--- src/rtl/core/tiltq_pkg.sv ---
// ----------------------------------------------------------------------------
// Tilt alarm qualifier package
// Shared types, register map, reset values and angle helpers.
// ----------------------------------------------------------------------------
`default_nettype none

package tiltq_pkg;

  // Register map, word index on the configuration port
  typedef enum logic [1:0] {
    RegZeroAngle     = 2'd0,
    RegTripAngle     = 2'd1,
    RegStepTolerance = 2'd2,
    RegRunNeeded     = 2'd3
  } cfg_reg_e;

  // Register reset values
  localparam logic signed [8:0] ZeroAngleRst     = 9'sd0;
  localparam logic        [8:0] TripAngleRst     = 9'd6;
  localparam logic        [6:0] StepToleranceRst = 7'd3;
  localparam logic        [7:0] RunNeededRst     = 8'd6;

  // Base of the fold applied to negative angles
  localparam logic [8:0] FoldBase = 9'd180;

  // One result transaction
  typedef struct packed {
    logic       alarm_now;
    logic       alarm_latched;
    logic [7:0] run_length;
  } result_t;

  // Fold a negative angle a to 180 - a; keep a non-negative one
  function automatic logic [8:0] fold_angle(input logic signed [8:0] a);
    logic [9:0] diff;
    diff = {1'b0, FoldBase} - {a[8], a};
    return a[8] ? diff[8:0] : a;
  endfunction

  // Absolute difference of two folded angles
  function automatic logic [8:0] abs_diff(input logic [8:0] a, input logic [8:0] b);
    return (a >= b) ? (a - b) : (b - a);
  endfunction

endpackage

`default_nettype wire

--- src/rtl/core/tiltq_outbuf.sv ---
// ----------------------------------------------------------------------------
// Tilt alarm qualifier output buffer
// Output register with a skid stage, so a new transaction can be taken while
// a finished result is still waiting downstream.
// ----------------------------------------------------------------------------
`default_nettype none

module tiltq_outbuf (
  input  wire logic              clk_i,
  input  wire logic              rst_ni,
  input  wire logic              push_i,
  input  wire tiltq_pkg::result_t push_data_i,
  output logic                   full_o,
  output logic                   out_valid_o,
  input  wire logic              out_stall_i,
  output tiltq_pkg::result_t     out_data_o
);

  logic               out_valid_q, out_valid_d;
  logic               skid_valid_q, skid_valid_d;
  tiltq_pkg::result_t out_q, out_d;
  tiltq_pkg::result_t skid_q, skid_d;
  logic               take;

  assign take = out_valid_q && !out_stall_i;

  // Steer new results to the output register or the skid stage
  always_comb begin
    out_valid_d  = out_valid_q;
    skid_valid_d = skid_valid_q;
    out_d        = out_q;
    skid_d       = skid_q;
    priority if (skid_valid_q) begin
      if (take) begin
        out_d        = skid_q;
        skid_valid_d = 1'b0;
      end
    end else if (push_i) begin
      if (!out_valid_q || take) begin
        out_d       = push_data_i;
        out_valid_d = 1'b1;
      end else begin
        skid_d       = push_data_i;
        skid_valid_d = 1'b1;
      end
    end else if (take) begin
      out_valid_d = 1'b0;
    end
  end

  // Hold control flags
  always_ff @(posedge clk_i or negedge rst_ni) begin
    if (!rst_ni) begin
      out_valid_q  <= 1'b0;
      skid_valid_q <= 1'b0;
    end else begin
      out_valid_q  <= out_valid_d;
      skid_valid_q <= skid_valid_d;
    end
  end

  // Hold payload
  always_ff @(posedge clk_i) begin
    out_q  <= out_d;
    skid_q <= skid_d;
  end

  assign full_o      = skid_valid_q;
  assign out_valid_o = out_valid_q;
  assign out_data_o  = out_q;

`ifndef SYNTHESIS
  // The skid stage only holds data behind a valid output register
  a_skid_behind_out: assert property (@(posedge clk_i) disable iff (!rst_ni)
    skid_valid_q |-> out_valid_q)
    else $error("skid stage valid without output register");

  // The skid stage only fills when the output is stalled
  a_skid_fill_stalled: assert property (@(posedge clk_i) disable iff (!rst_ni)
    $rose(skid_valid_q) |-> $past(out_valid_q && out_stall_i))
    else $error("skid stage filled while output was free");

  // A stalled result is never dropped
  a_no_drop: assert property (@(posedge clk_i) disable iff (!rst_ni)
    (out_valid_q && out_stall_i) |=> out_valid_q)
    else $error("stalled result dropped");
`endif

endmodule

`default_nettype wire

--- src/rtl/core/tilt_alarm_qualifier.sv ---
// ----------------------------------------------------------------------------
// Tilt alarm qualifier
// Folds tilt samples, tracks runs of tilted samples and raises a sticky alarm.
// ----------------------------------------------------------------------------
//  Channel  | Direction | Handshake               | Payload
//  ---------+-----------+-------------------------+------------------------------
//  in       | in        | in_valid_i / in_stall_o | mode_i, angle_i
//  out      | out       | out_valid_o/ out_stall_i| alarm_now_o, alarm_latched_o,
//           |           |                         | run_length_o
//  config   | in        | APB (pready always high)| zero, trip, tolerance, run
//
//  One transaction per cycle while in_stall_o is low; its result is registered
//  in the output buffer. The qualifier state updates in the accepting cycle, so
//  back-to-back samples see each other with no bubble.
//  A two-entry output buffer (register plus skid) holds one extra result while
//  the output is stalled; in_stall_o is high while both entries are occupied
//  and stays high until the skid entry has moved to the output.
//  Reset clears the run count, alarm, previous angle and loads register
//  defaults; no clearing pass is needed.
// ----------------------------------------------------------------------------
`default_nettype none

module tilt_alarm_qualifier (
  input  wire logic              clk_i,
  input  wire logic              rst_ni,
  // Sample channel
  input  wire logic              in_valid_i,
  output logic                   in_stall_o,
  input  wire logic              mode_i,
  input  wire logic signed [8:0] angle_i,
  // Result channel
  output logic                   out_valid_o,
  input  wire logic              out_stall_i,
  output logic                   alarm_now_o,
  output logic                   alarm_latched_o,
  output logic [7:0]             run_length_o,
  // Configuration port
  input  wire logic              psel,
  input  wire logic              penable,
  input  wire logic              pwrite,
  input  wire logic [3:0]        paddr,
  input  wire logic [31:0]       pwdata,
  output logic [31:0]            prdata,
  output logic                   pready
);

  // Configuration registers
  logic signed [8:0] zero_angle_q;
  logic        [8:0] trip_angle_q;
  logic        [6:0] step_tolerance_q;
  logic        [7:0] run_needed_q;

  // Qualifier state
  logic [8:0] prev_q, prev_d;
  logic [7:0] run_q, run_d;
  logic       alarm_q, alarm_d;

  logic                cfg_write;
  tiltq_pkg::cfg_reg_e cfg_sel;
  logic                accept;
  logic                buf_full;

  logic [8:0]         sample_fold;
  logic [8:0]         zero_fold;
  logic               tilted;
  logic               step_break;
  logic [7:0]         run_inc;
  logic               run_hit;
  logic               now;
  tiltq_pkg::result_t result;
  tiltq_pkg::result_t out_data;

  // Decode configuration accesses
  assign pready    = 1'b1;
  assign cfg_sel   = tiltq_pkg::cfg_reg_e'(paddr[3:2]);
  assign cfg_write = psel && penable && pwrite && pready;

  // Write configuration registers
  always_ff @(posedge clk_i or negedge rst_ni) begin
    if (!rst_ni) begin
      zero_angle_q     <= tiltq_pkg::ZeroAngleRst;
      trip_angle_q     <= tiltq_pkg::TripAngleRst;
      step_tolerance_q <= tiltq_pkg::StepToleranceRst;
      run_needed_q     <= tiltq_pkg::RunNeededRst;
    end else if (cfg_write) begin
      unique case (cfg_sel)
        tiltq_pkg::RegZeroAngle:     zero_angle_q     <= pwdata[8:0];
        tiltq_pkg::RegTripAngle:     trip_angle_q     <= pwdata[8:0];
        tiltq_pkg::RegStepTolerance: step_tolerance_q <= pwdata[6:0];
        tiltq_pkg::RegRunNeeded:     run_needed_q     <= pwdata[7:0];
      endcase
    end
  end

  // Read back configuration registers
  always_comb begin
    unique case (cfg_sel)
      tiltq_pkg::RegZeroAngle:     prdata = {{23{zero_angle_q[8]}}, zero_angle_q};
      tiltq_pkg::RegTripAngle:     prdata = {23'd0, trip_angle_q};
      tiltq_pkg::RegStepTolerance: prdata = {25'd0, step_tolerance_q};
      tiltq_pkg::RegRunNeeded:     prdata = {24'd0, run_needed_q};
    endcase
  end

  // Accept a sample whenever the output buffer has room
  assign in_stall_o = buf_full;
  assign accept     = in_valid_i && !in_stall_o;

  // Fold and compare the sample
  assign sample_fold = tiltq_pkg::fold_angle(angle_i);
  assign zero_fold   = tiltq_pkg::fold_angle(zero_angle_q);
  assign tilted      = tiltq_pkg::abs_diff(sample_fold, zero_fold) > trip_angle_q;
  assign step_break  = tiltq_pkg::abs_diff(prev_q, sample_fold) > {2'b00, step_tolerance_q};
  assign run_inc     = (step_break ? 8'd0 : run_q) + 8'd1;
  assign run_hit     = run_inc >= run_needed_q;

  // Advance the run, raise or clear the alarm
  always_comb begin
    prev_d  = prev_q;
    run_d   = run_q;
    alarm_d = alarm_q;
    now     = 1'b0;
    priority if (mode_i) begin
      run_d   = 8'd0;
      alarm_d = 1'b0;
    end else if (tilted && run_hit) begin
      run_d   = 8'd0;
      alarm_d = 1'b1;
      now     = 1'b1;
    end else if (tilted) begin
      run_d  = run_inc;
      prev_d = sample_fold;
    end else begin
      run_d  = 8'd0;
      prev_d = sample_fold;
    end
  end

  // Hold qualifier state
  always_ff @(posedge clk_i or negedge rst_ni) begin
    if (!rst_ni) begin
      prev_q  <= 9'd0;
      run_q   <= 8'd0;
      alarm_q <= 1'b0;
    end else if (accept) begin
      prev_q  <= prev_d;
      run_q   <= run_d;
      alarm_q <= alarm_d;
    end
  end

  assign result.alarm_now     = now;
  assign result.alarm_latched = alarm_d;
  assign result.run_length    = run_d;

  // Register results towards the output channel
  tiltq_outbuf u_outbuf (
    .clk_i       (clk_i),
    .rst_ni      (rst_ni),
    .push_i      (accept),
    .push_data_i (result),
    .full_o      (buf_full),
    .out_valid_o (out_valid_o),
    .out_stall_i (out_stall_i),
    .out_data_o  (out_data)
  );

  assign alarm_now_o     = out_data.alarm_now;
  assign alarm_latched_o = out_data.alarm_latched;
  assign run_length_o    = out_data.run_length;

`ifndef SYNTHESIS
  // A clear command always drops the alarm and the run
  a_clear: assert property (@(posedge clk_i) disable iff (!rst_ni)
    (accept && mode_i) |=> (!alarm_q && run_q == 8'd0))
    else $error("clear command left alarm or run set");

  // An alarm sample keeps the previous angle and zeroes the run
  a_alarm_hold: assert property (@(posedge clk_i) disable iff (!rst_ni)
    (accept && now) |=> (alarm_q && run_q == 8'd0 && $stable(prev_q)))
    else $error("alarm sample disturbed state");

  // State only moves on an accepted transaction
  a_state_idle: assert property (@(posedge clk_i) disable iff (!rst_ni)
    !accept |=> ($stable(run_q) && $stable(alarm_q) && $stable(prev_q)))
    else $error("state changed without a transaction");
`endif

endmodule

`default_nettype wire

--- config.mk ---
export PLATFORM = sky130hd
export DESIGN_NAME = tilt_alarm_qualifier
export DESIGN_NICKNAME = d
export VERILOG_FILES = /design/src/rtl/core/tiltq_pkg.sv /design/src/rtl/core/tiltq_outbuf.sv /design/src/rtl/core/tilt_alarm_qualifier.sv
export SDC_FILE = /design/constraint.sdc
export NUM_CORES = 1
export LEC_CHECK = 0
export ABC_AREA = 1
export BUFFER_PORTS_ARGS = -buffer_cell sky130_fd_sc_hd__clkbuf_2
export CAP_MARGIN = 40
export CORE_ASPECT_RATIO = 0.8
export CORE_MARGIN = 2
export CORE_UTILIZATION = 59
export CTS_BUF_LIST = sky130_fd_sc_hd__clkbuf_2
export CTS_CLUSTER_DIAMETER = 200
export DETAILED_ROUTE_END_ITERATION = 12
export PLACE_DENSITY = 0.81
export RECOVER_POWER = 50
export SLEW_MARGIN = 20
export SYNTH_ARGS = -nofsm -noshare
export SYNTH_HDL_FRONTEND = slang
export SYNTH_SLANG_ARGS = --single-unit
export TNS_END_PERCENT = 30
--- constraint.sdc ---
create_clock -name clk_i -period 7.15 [get_ports clk_i]
set_clock_uncertainty 0.1 [all_clocks]
set_input_delay 2.145 -clock clk_i [delete_from_list [all_inputs] [get_ports clk_i]]
set_output_delay 2.145 -clock clk_i [all_outputs]
set_load 0.01 [all_outputs]
==> key figures <==
Job
  – Max_cap viols: 1

GRT
  – Total global-route track usage: 30.47%
  – Vias in the first global route: 5606
  – First-pass GRT wire length: 26240 um
  – Total gr overflow: 0
  – Largest net degree at the start of global routing: 54
  – Initial antenna violation count: 0

Outcome
  – Status: complete, but fails checks
  – Failing checks: max-capacitance violations, max-slew violations, negative setup slack

Place
  – # port buffers: 71
  – Placer Congestion: 0.9229
  – Hpwl dp: 12920 um

Cells and area
  – Most frequent cells in the layout: 190 x nand2_1, 128 x inv_1, 82 x buf_4
  – Filler cells: 665
  – Area of the multi-input gates: 0.003776 mm2
  – Final Util: 78.35%
  – Fin nets: 1073
  – # diodes: 0
  – Area added between synthesis and finish: 27.45%
  – Most common cell after layout, fill and taps aside: nand2_1
  – Layout cells sized above 1: 31.07%
  – Storage element area: 0.001934 mm2

Synth
  – Avg Cell Area, Syn: 7.257 um2
  – Synth cell types: 53
  – Ys flop type: dfrtp_1
  – Async set or reset register ratio after synthesis: 72.60%
  – Synth Instances: 831
  – Yosys reg bits: 73
  – Synthesized area: 0.006031 mm2
  – Number of flops mapped to enable cells by yosys: 20
  – Warnings from Yosys: 0
  – Post-synthesis net count: 937
  – Sequential area share after synthesis: 32.07%

Timing
  – Min Clock Period, post-route: 7.214 ns
  – Slew Limit Fails: 54
  – Unrepaired setup endpoints after global routing: yes
  – Period utilization: 100.9%
  – Worst-Margin Slew: 2.966 ns
  – Final setup margin: -0.06447 ns
  – Fmax: 0.1386 GHz
  – Final setup violation count: 24
  – Slew margin rel.: -97.73%
  – WHS: 0.4218 ns
  – Final Hold Vio Count: 0

Die
  – DIE AREA: 0.01105 mm2
  – FP Rows: 32
  – Chip width: 117.0 um
  – Die height: 94.43 um
  – Initial core utilization: 61.48%
  – Ports: 98
  – Core area: 0.009809 mm2

CTS
  – CTS Sinks: 73
  – Clk root buf: clkbuf_2
  – Clock slew at reported path FFs: 0.22 ns
  – H-tree levels: 3
  – CTS tree: yes
  – Max Root-Sink Buffers: 2
  – CTS buffer count: 9
  – Skew-Pair Late Insertion Delay: 0.56 ns
  – Hold_buf cts: 0

Worst setup path
  – Setup crit end kind: flop
  – Slowest stage delay, CP: 0.28 ns
  – Slowest CP cell: ha_4
  – Worst Path Required: 7.49 ns
  – Worst reg2reg path depth: 37
  – Critical path launch point type: primary input
  – WP data arrival: 7.55 ns
  – Critical path class: primary input to flop
  – Worst Path Max Fanout: 7

Detailed routing
  – Number of routed nets with antenna violations: 0
  – Post-route DRC: 0
  – Vias: 6160
  – Routed WL: 17960 um
  – Initial DRC Count: 585
  – WL per Instance: 16.20 um
  – Detailed Routing Iterations Pass 1: 8
  – Vias per cell: 5.560

Power and ir drop
  – Pwr Total: 0.002946 W
  – Power Density: 383.3 mW/mm2
  – Worst vdd ir: 0.0001809 V
  – Leak: 3.919 nW

Min path
  – Hold Path Class: flop to flop
  – Worst hold path depth: 2
[layout make-up]
| class | instances | area share [%] |
|---|---|---|
| clock inverters | 6 | 0.4395 |
| well taps | 136 | 2.214 |
| repair buffers | 164 | 14.75 |
| inverters | 149 | 7.651 |
| multi-input cells | 570 | 49.13 |
| clock buffers | 10 | 0.6511 |
| flip-flops and latches | 73 | 25.17 |
[cells by family (layout without fill, tap and decap cells)]
kind of cell | Yosys count | count (layout) | share of synthesized area (%)
adders and majority gates | 53 | 53 | 11.49
other | 1 | 1 | 0.06218
DFF | 73 | 73 | 32.07
AOI/OAI and AO/OA | 152 | 152 | 13.57
buffers and inverters | 188 | 329 | 13.40
and+or+nand+nor | 336 | 336 | 25.33
xor gates and xnor gates | 28 | 28 | 4.066
[critical path: cells and delay by family]
| family | cells | cell delay [ns] |
|---|---|---|
| simple gates | 19 | 2.05 |
| compound gates | 9 | 1.24 |
| buf+inv | 8 | 0.80 |
| fa+ha+maj | 5 | 1.14 |
| xor+xnor | 1 | 0.14 |
[cell usage after synthesis, types with 2 or more instances]
| master | instances | area [um2] |
|---|---|---|
| nand2_1 | 213 | 799.5 |
| inv_1 | 137 | 514.2 |
| o21ai_0 | 81 | 405.4 |
| ha_1 | 49 | 613.1 |
| dfrtp_1 | 47 | 1176 |
| a21oi_1 | 42 | 210.2 |
| nor2_1 | 38 | 142.6 |
| nand3_1 | 33 | 165.2 |
| buf_4 | 24 | 180.2 |
| edfxtp_1 | 20 | 600.6 |
| xor2_1 | 19 | 166.4 |
| nand4_1 | 13 | 81.33 |
| clkbuf_1 | 11 | 41.29 |
| inv_2 | 9 | 33.78 |
| o21ai_1 | 9 | 45.04 |
| xnor2_1 | 9 | 78.83 |
| nand2_2 | 8 | 50.05 |
| dfstp_2 | 6 | 157.7 |
| nand3_2 | 5 | 50.05 |
| nor3_1 | 5 | 25.02 |
| fa_1 | 4 | 80.08 |
| o21bai_1 | 4 | 30.03 |
| a31oi_1 | 3 | 18.77 |
| nand2_4 | 3 | 33.78 |
| nor2_2 | 3 | 18.77 |
| o22ai_1 | 3 | 18.77 |
| a21o_1 | 2 | 15.01 |
| buf_2 | 2 | 10.01 |
| clkinv_1 | 2 | 7.510 |
| o2111ai_1 | 2 | 17.52 |
| or2_1 | 2 | 12.51 |
| or2_2 | 2 | 12.51 |
[registers in the layout, indices dropped and copies added, names as in the netlist]
name	cells
trip_angle_q	9
prev_q	9
run_needed_q	8
run_q	8
step_tolerance_q	7
zero_angle_q	9
u_outbuf.skid_q	10
u_outbuf.out_valid_o	1
u_outbuf.out_data_o	10
u_outbuf.full_o	1
alarm_q	1
[path summary, 6_finish.rpt]
kind                                               from  slack [ns]                                to
setup / recovery                             angle_i[1]       -0.06  u_outbuf.out_data_o[7]$_DFFE_PP_
hold / removal             u_outbuf.skid_q[4]$_DFFE_PP_        0.42  u_outbuf.out_data_o[4]$_DFFE_PP_
setup reg to reg                  prev_q[1]$_DFFE_PN0P_        1.61  u_outbuf.out_data_o[7]$_DFFE_PP_
hold reg to reg            u_outbuf.skid_q[4]$_DFFE_PP_        0.42  u_outbuf.out_data_o[4]$_DFFE_PP_
max in group asynchronous                        rst_ni        2.77              run_q[2]$_DFFE_PN0P_
min in group asynchronous                        rst_ni        2.50             prev_q[5]$_DFFE_PN0P_
[layer usage]
layer	vias up	GRT usage [%]	routed length (um)
li1	2915	-	-
met1	2841	41.79	7518
met2	350	50.58	8307
met3	54	7.317	1658
met4	0	4.118	472
met5	-	0	0
[power breakdown]
part | switching, W | internal [W]
Clock | 0.000157 | 0.0000452
Combinational | 0.00120 | 0.000879
Sequential | 0.000103 | 0.000562
Total | 0.00146 | 0.00149
[what timing repair did]
item,4_1_cts,5_1_grt
cloned,0,2
pin swaps,3,42
resized for setup,6,89
buffers inserted,0,8
setup endpoints to repair,20,38
[stage by stage]
step,TNS (ns),setup WS [ns],instances,instance area (um2)
detailed placement,-21.80,-0.6717,1081,7133
CTS,0,0.02271,1097,7247
global route,-13.40,-0.4396,1108,7686
global placement,-15.24,-0.5198,1080,7126
floorplan,-1.983,-0.1439,831,6242
finish,-0.8935,-0.06447,1108,7686
(Power assumes the default switching activity.)
